--- src/hw/rtl/assert_macros.svh ---
// Assertion macros shared by the RTL.
// Define NO_ASSERTIONS to compile them away.
`ifndef ASSERT_MACROS_SVH
`define ASSERT_MACROS_SVH
`ifndef NO_ASSERTIONS
`define ASSERT_IMPL(lbl, ante, cons, msg) \
  lbl: assert property (@(posedge clk_i) disable iff (!rst_ni) (ante) |-> (cons)) \
    else $error(msg);
`define ASSERT_NEXT(lbl, ante, cons, msg) \
  lbl: assert property (@(posedge clk_i) disable iff (!rst_ni) (ante) |=> (cons)) \
    else $error(msg);
`else
`define ASSERT_IMPL(lbl, ante, cons, msg)
`define ASSERT_NEXT(lbl, ante, cons, msg)
`endif
`endif

--- src/hw/rtl/e2e_pkg.sv ---
// Package for the CRC-32 frame checker: types, codes, CRC byte update.
// No dependencies.
package e2e_pkg;
  localparam int unsigned MaxFrameBytes = 256;
  localparam logic [31:0] CrcPolyRefl = 32'hEDB88320;
  localparam logic [11:0] ByteCntMax = 12'd4095;

  typedef enum logic [2:0] {
    ST_OK = 3'd0, ST_SOME_LOST = 3'd1, ST_REPEATED = 3'd2, ST_SYNC = 3'd3,
    ST_INITIAL = 3'd4, ST_WRONG_CRC = 3'd5, ST_INPUT_ERR = 3'd6
  } status_e;

  typedef enum logic [2:0] {
    REG_MIN_LEN = 3'd0, REG_MAX_LEN = 3'd1, REG_CRC_OFS = 3'd2, REG_CNT_OFS = 3'd3,
    REG_DATA_ID = 3'd4, REG_INC_ID = 3'd5, REG_MAX_DELTA = 3'd6
  } reg_e;

  // Per-frame summary handed from front to back.
  typedef struct packed {
    logic [12:0] length;   // up to 4096 once the byte count saturates
    logic [31:0] crc;      // running CRC, not yet inverted, without data ID
    logic [31:0] rx_crc;
    logic        crc_ok;   // all four CRC bytes seen
    logic [7:0]  cnt;
    logic        cnt_ok;
  } frame_t;

  function automatic logic [31:0] crc_byte(logic [31:0] c, logic [7:0] b);
    logic [31:0] r;
    r = c ^ {24'd0, b};
    for (int k = 0; k < 8; k++) r = r[0] ? ((r >> 1) ^ CrcPolyRefl) : (r >> 1);
    return r;
  endfunction
endpackage

--- src/hw/rtl/e2e_front.sv ---
// Front part: per-byte CRC update and CRC/counter field capture.
// Depends on e2e_pkg.
module e2e_front (
  input  logic                 clk_i,
  input  logic                 rst_ni,
  input  logic                 in_fire_i,
  input  logic [7:0]           byte_i,
  input  logic                 last_i,
  input  logic [10:0]          crc_ofs_i,
  input  logic [10:0]          cnt_ofs_i,
  output logic                 frame_valid_o,
  output e2e_pkg::frame_t      frame_o
);
  logic [31:0] crc_q, crc_d;
  logic [11:0] cnt_q, cnt_d;
  logic [31:0] rxc_q, rxc_d;
  logic [2:0]  crcs_q, crcs_d;
  logic [7:0]  cb_q, cb_d, cb_new;
  logic [3:0]  cbs_q, cbs_d;
  logic [7:0]  crc_pos, cnt_pos;
  logic [2:0]  sh;
  logic        in_crc;
  logic [4:0]  cbs_sum;

  assign crc_pos = crc_ofs_i[10:3];
  assign cnt_pos = cnt_ofs_i[10:3];
  assign sh = cnt_ofs_i[2:0];
  // current byte lies in the four-byte CRC field
  assign in_crc = (cnt_q >= {4'd0, crc_pos}) && (cnt_q < {4'd0, crc_pos} + 12'd4);

  always_comb begin
    crc_d = crc_q; cnt_d = cnt_q; rxc_d = rxc_q; crcs_d = crcs_q;
    cb_new = cb_q; cbs_d = cbs_q; cbs_sum = {1'b0, cbs_q};
    if (in_fire_i) begin
      if (in_crc && crcs_q < 3'd4) begin
        rxc_d = {rxc_q[23:0], byte_i};
        crcs_d = crcs_q + 3'd1;
      end
      crc_d = e2e_pkg::crc_byte(crc_q, in_crc ? 8'd0 : byte_i);
      if (cnt_q == {4'd0, cnt_pos}) begin
        cb_new = cb_q | (byte_i >> sh);
        cbs_sum = {1'b0, cbs_q} + 5'd8 - {2'd0, sh};
      end else if (sh != 3'd0 && cnt_q == {4'd0, cnt_pos} + 12'd1) begin
        cb_new = cb_q | (byte_i << (4'd8 - {1'b0, sh}));
        cbs_sum = {1'b0, cbs_q} + {2'd0, sh};
      end
      cbs_d = (cbs_sum > 5'd8) ? 4'd8 : cbs_sum[3:0];
      if (cnt_q < e2e_pkg::ByteCntMax) cnt_d = cnt_q + 12'd1;
    end
    cb_d = cb_new;
    if (in_fire_i && last_i) begin
      crc_d = '1; cnt_d = '0; rxc_d = '0; crcs_d = '0; cb_d = '0; cbs_d = '0;
    end
  end

  always_ff @(posedge clk_i or negedge rst_ni) begin
    if (!rst_ni) begin
      crc_q <= '1; cnt_q <= '0; rxc_q <= '0; crcs_q <= '0; cb_q <= '0; cbs_q <= '0;
      frame_valid_o <= 1'b0;
    end else begin
      crc_q <= crc_d; cnt_q <= cnt_d; rxc_q <= rxc_d; crcs_q <= crcs_d;
      cb_q <= cb_d; cbs_q <= cbs_d;
      frame_valid_o <= in_fire_i && last_i;
    end
  end

  // Frame summary built from the last byte's updates; the length is pos + 1.
  always_ff @(posedge clk_i) begin
    if (in_fire_i && last_i) begin
      frame_o.length <= {1'b0, cnt_q} + 13'd1;
      frame_o.crc    <= e2e_pkg::crc_byte(crc_q, in_crc ? 8'd0 : byte_i);
      frame_o.rx_crc <= (in_crc && crcs_q < 3'd4) ? {rxc_q[23:0], byte_i} : rxc_q;
      frame_o.crc_ok <= (in_crc && crcs_q < 3'd4) ? (crcs_q == 3'd3) : (crcs_q == 3'd4);
      frame_o.cnt    <= cb_new;
      frame_o.cnt_ok <= (cbs_sum >= 5'd8);
    end
  end
endmodule

--- src/hw/rtl/e2e_fifo.sv ---
// Short two-entry queue of frame summaries between front and back.
// Depends on e2e_pkg.
module e2e_fifo (
  input  logic            clk_i,
  input  logic            rst_ni,
  input  logic            push_i,
  input  e2e_pkg::frame_t data_i,
  output logic            full_o,
  output logic            empty_o,
  input  logic            pop_i,
  output e2e_pkg::frame_t data_o
);
  e2e_pkg::frame_t mem_q [2];
  logic       wp_q, rp_q;
  logic [1:0] cnt_q;

  assign full_o  = cnt_q == 2'd2;
  assign empty_o = cnt_q == 2'd0;
  assign data_o  = mem_q[rp_q];

  always_ff @(posedge clk_i) begin
    if (push_i) mem_q[wp_q] <= data_i;
  end

  always_ff @(posedge clk_i or negedge rst_ni) begin
    if (!rst_ni) begin
      wp_q <= 1'b0; rp_q <= 1'b0; cnt_q <= '0;
    end else begin
      if (push_i) wp_q <= ~wp_q;
      if (pop_i) rp_q <= ~rp_q;
      cnt_q <= cnt_q + {1'b0, push_i} - {1'b0, pop_i};
    end
  end
endmodule

--- src/hw/rtl/e2e_back.sv ---
// Back part: data ID fold-in, length/CRC/counter check and output register.
// Depends on e2e_pkg.
module e2e_back (
  input  logic            clk_i,
  input  logic            rst_ni,
  input  logic            req_valid_i,
  input  e2e_pkg::frame_t frame_i,
  output logic            req_pop_o,
  input  logic [11:0]     min_len_i,
  input  logic [11:0]     max_len_i,
  input  logic [31:0]     data_id_i,
  input  logic            inc_id_i,
  input  logic [7:0]      max_delta_i,
  output logic            out_valid_o,
  input  logic            out_ready_i,
  output logic [21:0]     out_data_o
);
  logic [31:0] calc;
  logic [7:0]  last_q, delta;
  logic        first_q;
  e2e_pkg::status_e st;
  logic [7:0]  lost;
  logic [1:0]  sm;
  logic        err, upd;

  assign req_pop_o = req_valid_i && (!out_valid_o || out_ready_i);

  always_comb begin
    calc = frame_i.crc;
    if (inc_id_i) begin
      calc = e2e_pkg::crc_byte(calc, data_id_i[7:0]);
      calc = e2e_pkg::crc_byte(calc, data_id_i[15:8]);
      calc = e2e_pkg::crc_byte(calc, data_id_i[23:16]);
      calc = e2e_pkg::crc_byte(calc, data_id_i[31:24]);
    end
    calc = ~calc;
    delta = frame_i.cnt - last_q;
    lost = '0;
    upd = 1'b0;
    if (frame_i.length < {1'b0, min_len_i} || frame_i.length > {1'b0, max_len_i})
      st = e2e_pkg::ST_WRONG_CRC;
    else if (frame_i.length > 13'(e2e_pkg::MaxFrameBytes))
      st = e2e_pkg::ST_INPUT_ERR;
    else if (!frame_i.crc_ok || frame_i.rx_crc != calc || !frame_i.cnt_ok)
      st = e2e_pkg::ST_WRONG_CRC;
    else if (!first_q) begin
      st = e2e_pkg::ST_INITIAL; upd = 1'b1;
    end else if (delta == 8'd0)
      st = e2e_pkg::ST_REPEATED;
    else if (delta == 8'd1) begin
      st = e2e_pkg::ST_OK; upd = 1'b1;
    end else if (delta <= max_delta_i) begin
      st = e2e_pkg::ST_SOME_LOST; lost = delta - 8'd1; upd = 1'b1;
    end else begin
      st = e2e_pkg::ST_SYNC; upd = 1'b1;
    end
    err = 1'b0;
    unique case (st)
      e2e_pkg::ST_OK, e2e_pkg::ST_SOME_LOST: sm = 2'd0;
      e2e_pkg::ST_REPEATED, e2e_pkg::ST_WRONG_CRC: begin
        sm = 2'd1; err = 1'b1;
      end
      e2e_pkg::ST_SYNC: sm = 2'd2;
      e2e_pkg::ST_INITIAL: sm = 2'd3;
      default: sm = 2'd1;
    endcase
  end

  always_ff @(posedge clk_i or negedge rst_ni) begin
    if (!rst_ni) begin
      out_valid_o <= 1'b0; first_q <= 1'b0; last_q <= '0;
    end else begin
      if (req_pop_o) out_valid_o <= 1'b1;
      else if (out_ready_i) out_valid_o <= 1'b0;
      if (req_pop_o && upd) begin
        first_q <= 1'b1; last_q <= frame_i.cnt;
      end
    end
  end

  always_ff @(posedge clk_i) begin
    if (req_pop_o) out_data_o <= {err, sm, frame_i.cnt, lost, st};
  end
endmodule

--- src/hw/rtl/e2e_crc32_frame_check.sv ---
// Receive-side frame checker: CRC-32 over a byte stream with an 8-bit
// sequence counter check.
// Slave channel: one frame byte per request in s_axis_tdata, tlast on the
// final byte. Master channel: one result per frame, packed in m_axis_tdata
// as status[2:0], lost_count[10:3], received_counter[18:11],
// sm_state[20:19], sm_error[21].
// A result passes the front summary register, the queue and the back
// output register before it is offered on the master channel.
// Throughput: one byte per cycle while s_axis_tready is high; frames of
// a single byte can also be taken every cycle while results are accepted.
// Reset: configuration returns to its defaults, counter history clears,
// the queue and output register empty.
// Stalls: the queue holds two frame results plus the output register;
// s_axis_tready drops when the queue, counting a summary still in the
// front register, would need a third entry that the back cannot free.
// Configuration is written through cfg_we_i/cfg_idx_i/cfg_data_i; the user
// must write it only while the block is idle, which the block does not enforce.
`include "assert_macros.svh"
module e2e_crc32_frame_check (
  input  logic        clk_i,
  input  logic        rst_ni,
  input  logic        s_axis_tvalid,
  output logic        s_axis_tready,
  input  logic [7:0]  s_axis_tdata,  // data_byte
  input  logic        s_axis_tlast,  // last_byte
  output logic        m_axis_tvalid,
  input  logic        m_axis_tready,
  output logic [23:0] m_axis_tdata,  // status, lost_count, received_counter, sm_state, sm_error
  input  logic        cfg_we_i,
  input  logic [2:0]  cfg_idx_i,
  input  logic [31:0] cfg_data_i
);
  logic [11:0] min_len_q, max_len_q;
  logic [10:0] crc_ofs_q, cnt_ofs_q;
  logic [31:0] data_id_q;
  logic        inc_id_q;
  logic [7:0]  max_delta_q;
  logic        in_fire, fv, full, empty, pop;
  e2e_pkg::frame_t fr, fq;
  logic [21:0] od;

  // Room for the frame in flight in the front register is kept free.
  assign s_axis_tready = full ? (pop && !fv) : (empty || !fv || pop);
  assign in_fire = s_axis_tvalid && s_axis_tready;

  always_ff @(posedge clk_i or negedge rst_ni) begin
    if (!rst_ni) begin
      min_len_q <= '0; max_len_q <= 12'd256; crc_ofs_q <= '0; cnt_ofs_q <= 11'd32;
      data_id_q <= '0; inc_id_q <= 1'b0; max_delta_q <= 8'd1;
    end else if (cfg_we_i) begin
      case (cfg_idx_i)
        e2e_pkg::REG_MIN_LEN:   min_len_q <= cfg_data_i[11:0];
        e2e_pkg::REG_MAX_LEN:   max_len_q <= cfg_data_i[11:0];
        e2e_pkg::REG_CRC_OFS:   crc_ofs_q <= cfg_data_i[10:0];
        e2e_pkg::REG_CNT_OFS:   cnt_ofs_q <= cfg_data_i[10:0];
        e2e_pkg::REG_DATA_ID:   data_id_q <= cfg_data_i;
        e2e_pkg::REG_INC_ID:    inc_id_q <= cfg_data_i[0];
        e2e_pkg::REG_MAX_DELTA: max_delta_q <= cfg_data_i[7:0];
        default: ;
      endcase
    end
  end

  e2e_front u_front (
    .clk_i, .rst_ni, .in_fire_i(in_fire), .byte_i(s_axis_tdata), .last_i(s_axis_tlast),
    .crc_ofs_i(crc_ofs_q), .cnt_ofs_i(cnt_ofs_q), .frame_valid_o(fv), .frame_o(fr)
  );

  e2e_fifo u_fifo (
    .clk_i, .rst_ni, .push_i(fv), .data_i(fr), .full_o(full), .empty_o(empty),
    .pop_i(pop), .data_o(fq)
  );

  e2e_back u_back (
    .clk_i, .rst_ni, .req_valid_i(!empty), .frame_i(fq), .req_pop_o(pop),
    .min_len_i(min_len_q), .max_len_i(max_len_q), .data_id_i(data_id_q),
    .inc_id_i(inc_id_q), .max_delta_i(max_delta_q),
    .out_valid_o(m_axis_tvalid), .out_ready_i(m_axis_tready), .out_data_o(od)
  );

  assign m_axis_tdata = {2'b00, od};

  `ASSERT_IMPL(a_no_overflow, fv, !full || pop, "queue overflow")
  `ASSERT_IMPL(a_pop_nonempty, pop, !empty, "pop from empty queue")
  `ASSERT_NEXT(a_out_hold, m_axis_tvalid && !m_axis_tready, m_axis_tvalid, "result dropped")
endmodule
--- config.mk ---
export PLATFORM = sky130hd
export DESIGN_NAME = e2e_crc32_frame_check
export DESIGN_NICKNAME = d
export VERILOG_FILES = /design/src/hw/rtl/e2e_pkg.sv /design/src/hw/rtl/e2e_front.sv /design/src/hw/rtl/e2e_fifo.sv /design/src/hw/rtl/e2e_back.sv /design/src/hw/rtl/e2e_crc32_frame_check.sv
export VERILOG_INCLUDE_DIRS = /design/src /design/src/hw/rtl
export SDC_FILE = /design/constraint.sdc
export NUM_CORES = 1
export LEC_CHECK = 0
export CORE_AREA = 4 4 243 245
export CTS_CLUSTER_SIZE = 16
export DETAILED_ROUTE_END_ITERATION = 6
export DIE_AREA = 0 0 247 249
export DONT_BUFFER_PORTS = 1
export SLEW_MARGIN = 15
export SYNTH_ARGS = -nofsm -noshare
export SYNTH_HDL_FRONTEND = slang
export SYNTH_SLANG_ARGS = --single-unit
--- constraint.sdc ---
create_clock -name clk_i -period 11.76 [get_ports clk_i]
set_input_delay 0 -clock clk_i [delete_from_list [all_inputs] [get_ports clk_i]]
set_output_delay 0 -clock clk_i [all_outputs]
set_load 0.05 [all_outputs]
==> summary.txt <==
Post CTS Setup Buffer Count: 0
Fin. Hold Viols: 0
gpl congestion: 0.929
clk buf depth: 3
final setup fails: 0
starting DRC count in detailed routing: 876
clock-pin slew on the worst setup and hold paths: 0.07 ns
layout cell share with drive strength beyond 1: 15.8%
core box area: 57100 um^2
clk_lat worst skew: 0.61 ns
FF/Latch Area: 13300 um^2
outcome: finished, final reports clean
chip width: 247 um
Avg Inst Size Synth: 13.3 um^2
antenna violations before repair: 1
DP HPWL: 46700 um
Worst Hold Class: in2reg
clk_skew: 0.0219 ns
CTS buffer count: 51
Vias: 15000
multi-input combinational cell area: 11600 um^2
vias in the first global route: 15300
Post-route DRC: 0
RSZ-0062 raised after global routing: no
Initial Utilization: 44.4%
MaxCap Viol Count: 0
Yosys Warn Count: 0
PortBufs: 0
Arr. time, crit path: 7.81 ns
Layout area overhead: 13.3%
largest net degree at the start of global routing: 191
CP max FO: 59
Distinct cells, synth: 78
crit start category: flop
Post-DRT Antenna Nets: 0
Cells after Synth: 1909
Total Nets Final: 2114
Slew @ Worst Pin: 1.01 ns
dominant synthesized flop cell: edfxtp_1
Pins Over Slew Limit: 0
Std-Cell Rows: 88
Avg WL per Cell: 23.4 um
total congestion overflow: 0
first-pass GRT wire length: 98600 um
chip height: 249 um
WL final: 65300 um
setup TNS: 0 ns
Synth area leaders: edfxtp_1, dfrtp_1, xnor2_1, mux2_2, xor2_1
vias per inst: 5.38
most frequent cells in the layout: edfxtp_1, xnor2_1, dfrtp_1
Root Driver: clkbuf_16
Synth top area share: 33.5%
most common cell after layout, fill and taps aside: edfxtp_1
Setup CP Type: reg2reg
router iterations before antenna repair: 5
Critical Path RT: 12.24 ns
io pins: 75
crit share post-route: 62.3%
Tot GR Track Use: 21.2%
post-cts resize count: 0
TritonCTS Sinks: 473
Post-synth EDFFs: 283
cell taking the most area after synthesis: edfxtp_1
Post-Syn Area: 25400 um^2
top achievable clock speed: 0.136 GHz
H-tree Lvls: 2
CTS tree: built
crit path capture type: flop
register area share after synthesis: 52.4%
Tmin final: 7.33 ns
worst rel slew slack: 32.0%
Die Area: 61500 um^2
Yosys reg bits: 473
post-synthesis async set-or-reset flop share: 40.2%
hold-fix buffers at CTS: 65
number of fill cells: 4897
## logic make-up after synthesis
group / synth area share [%]
flip-flops: 52.4
other: 0.0148
buffers and inverters: 2.20
multiplexers: 8.90
AO/OA/AOI/OAI: 8.65
XOR/XNOR: 19.0
adder cells (fa/ha/maj): 3.89
AND/OR/NAND/NOR: 4.97
## final cells by class
| type | instances | share of cell area, % |
|---|---|---|
| flip-flops and latches | 473 | 46.3 |
| clock buffers | 67 | 4.94 |
| inverters | 74 | 0.967 |
| clock inverters | 29 | 1.08 |
| multi-input cells | 1296 | 40.3 |
| repair buffers | 92 | 3.11 |
| well taps | 765 | 3.33 |
| diodes | 1 | 0.00871 |
## worst max-delay path, cell delays in order (launching register included)
cell and delay, ns:
dfrtp_4 0.71, buf_4 0.75, mux2i_1 0.79, xnor2_1 0.34, xnor2_1 0.25, xnor2_1 0.41, xnor3_1 0.52, xnor3_1 0.50
xor2_1 0.34, xnor2_1 0.24, a21oi_1 0.14, xnor2_1 0.16, a2111oi_0 0.51, and4_1 0.29, nand4b_2 0.32, nor3_4 0.49
mux2_2 0.39
## per-stage QoR
stage	worst slack, ns	hold slack (ns)	area [um^2]	std cells	utilization (%)
floorplan	5.51	-0.296	25400	1910	-
global placement	4.59	-0.282	26300	2633	46.0
detailed placement	4.52	-0.281	26300	2633	46.0
CTS	4.43	0.0183	28700	2794	50.2
global route	4.15	0.0675	28700	2797	50.3
finish	4.43	0.0586	28700	2797	50.3
## worst paths after layout
check	slack (ns)	start	end	cells past startpoint
max	4.43	u_fifo.rp_q	u_back.last_q[2]	16
min	0.06	s_axis_tdata[3]	u_front.crc_q[11]	4
max reg2reg	4.43	u_fifo.rp_q	u_back.last_q[2]	16
min reg2reg	0.44	u_front.frame_o[49]	u_fifo.mem_q[0][49]	0
max in group asynchronous	10.22	rst_ni	u_fifo.rp_q	4
min in group asynchronous	0.48	rst_ni	u_front.rxc_q[10]	3
## cells in the mapped netlist (32+ instances only)
master	number
ha_1	74
mux2_2	125
nor2_1	56
a21oi_1	51
edfxtp_1	283
xor2_1	106
o22a_1	32
xnor3_1	40
dfrtp_1	155
nand2_1	96
xnor2_1	252
o21ai_0	78
mux2i_1	71
inv_1	73
dfstp_2	35
clkbuf_1	52
a22o_1	34
## sequential cells by signal, indices dropped and copies added (netlist names), 2 cells and up
signal	cells
u_front.crcs_q	3
max_delta_q	8
u_back.last_q	8
max_len_q	12
u_front.crc_q	32
u_fifo.mem_q	174
cnt_ofs_q	11
data_id_q	32
u_front.frame_o	87
u_front.cb_q	8
u_back.out_data_o	22
u_fifo.cnt_q	2
u_front.cbs_q	4
u_front.rxc_q	32
min_len_q	12
u_front.cnt_q	12
crc_ofs_q	8
## per-layer routing
metal	wire, um	GRT usage [%]	vias to the layer above
met5	0	0	-
li1	-	-	7061
met2	31900	35.7	320
met1	28900	28.5	7584
met3	3210	3.96	73
met4	1340	5.04	0
Power is not shown: default switching activity piles up to over one toggle a cycle in this logic, so the estimate is an artifact.
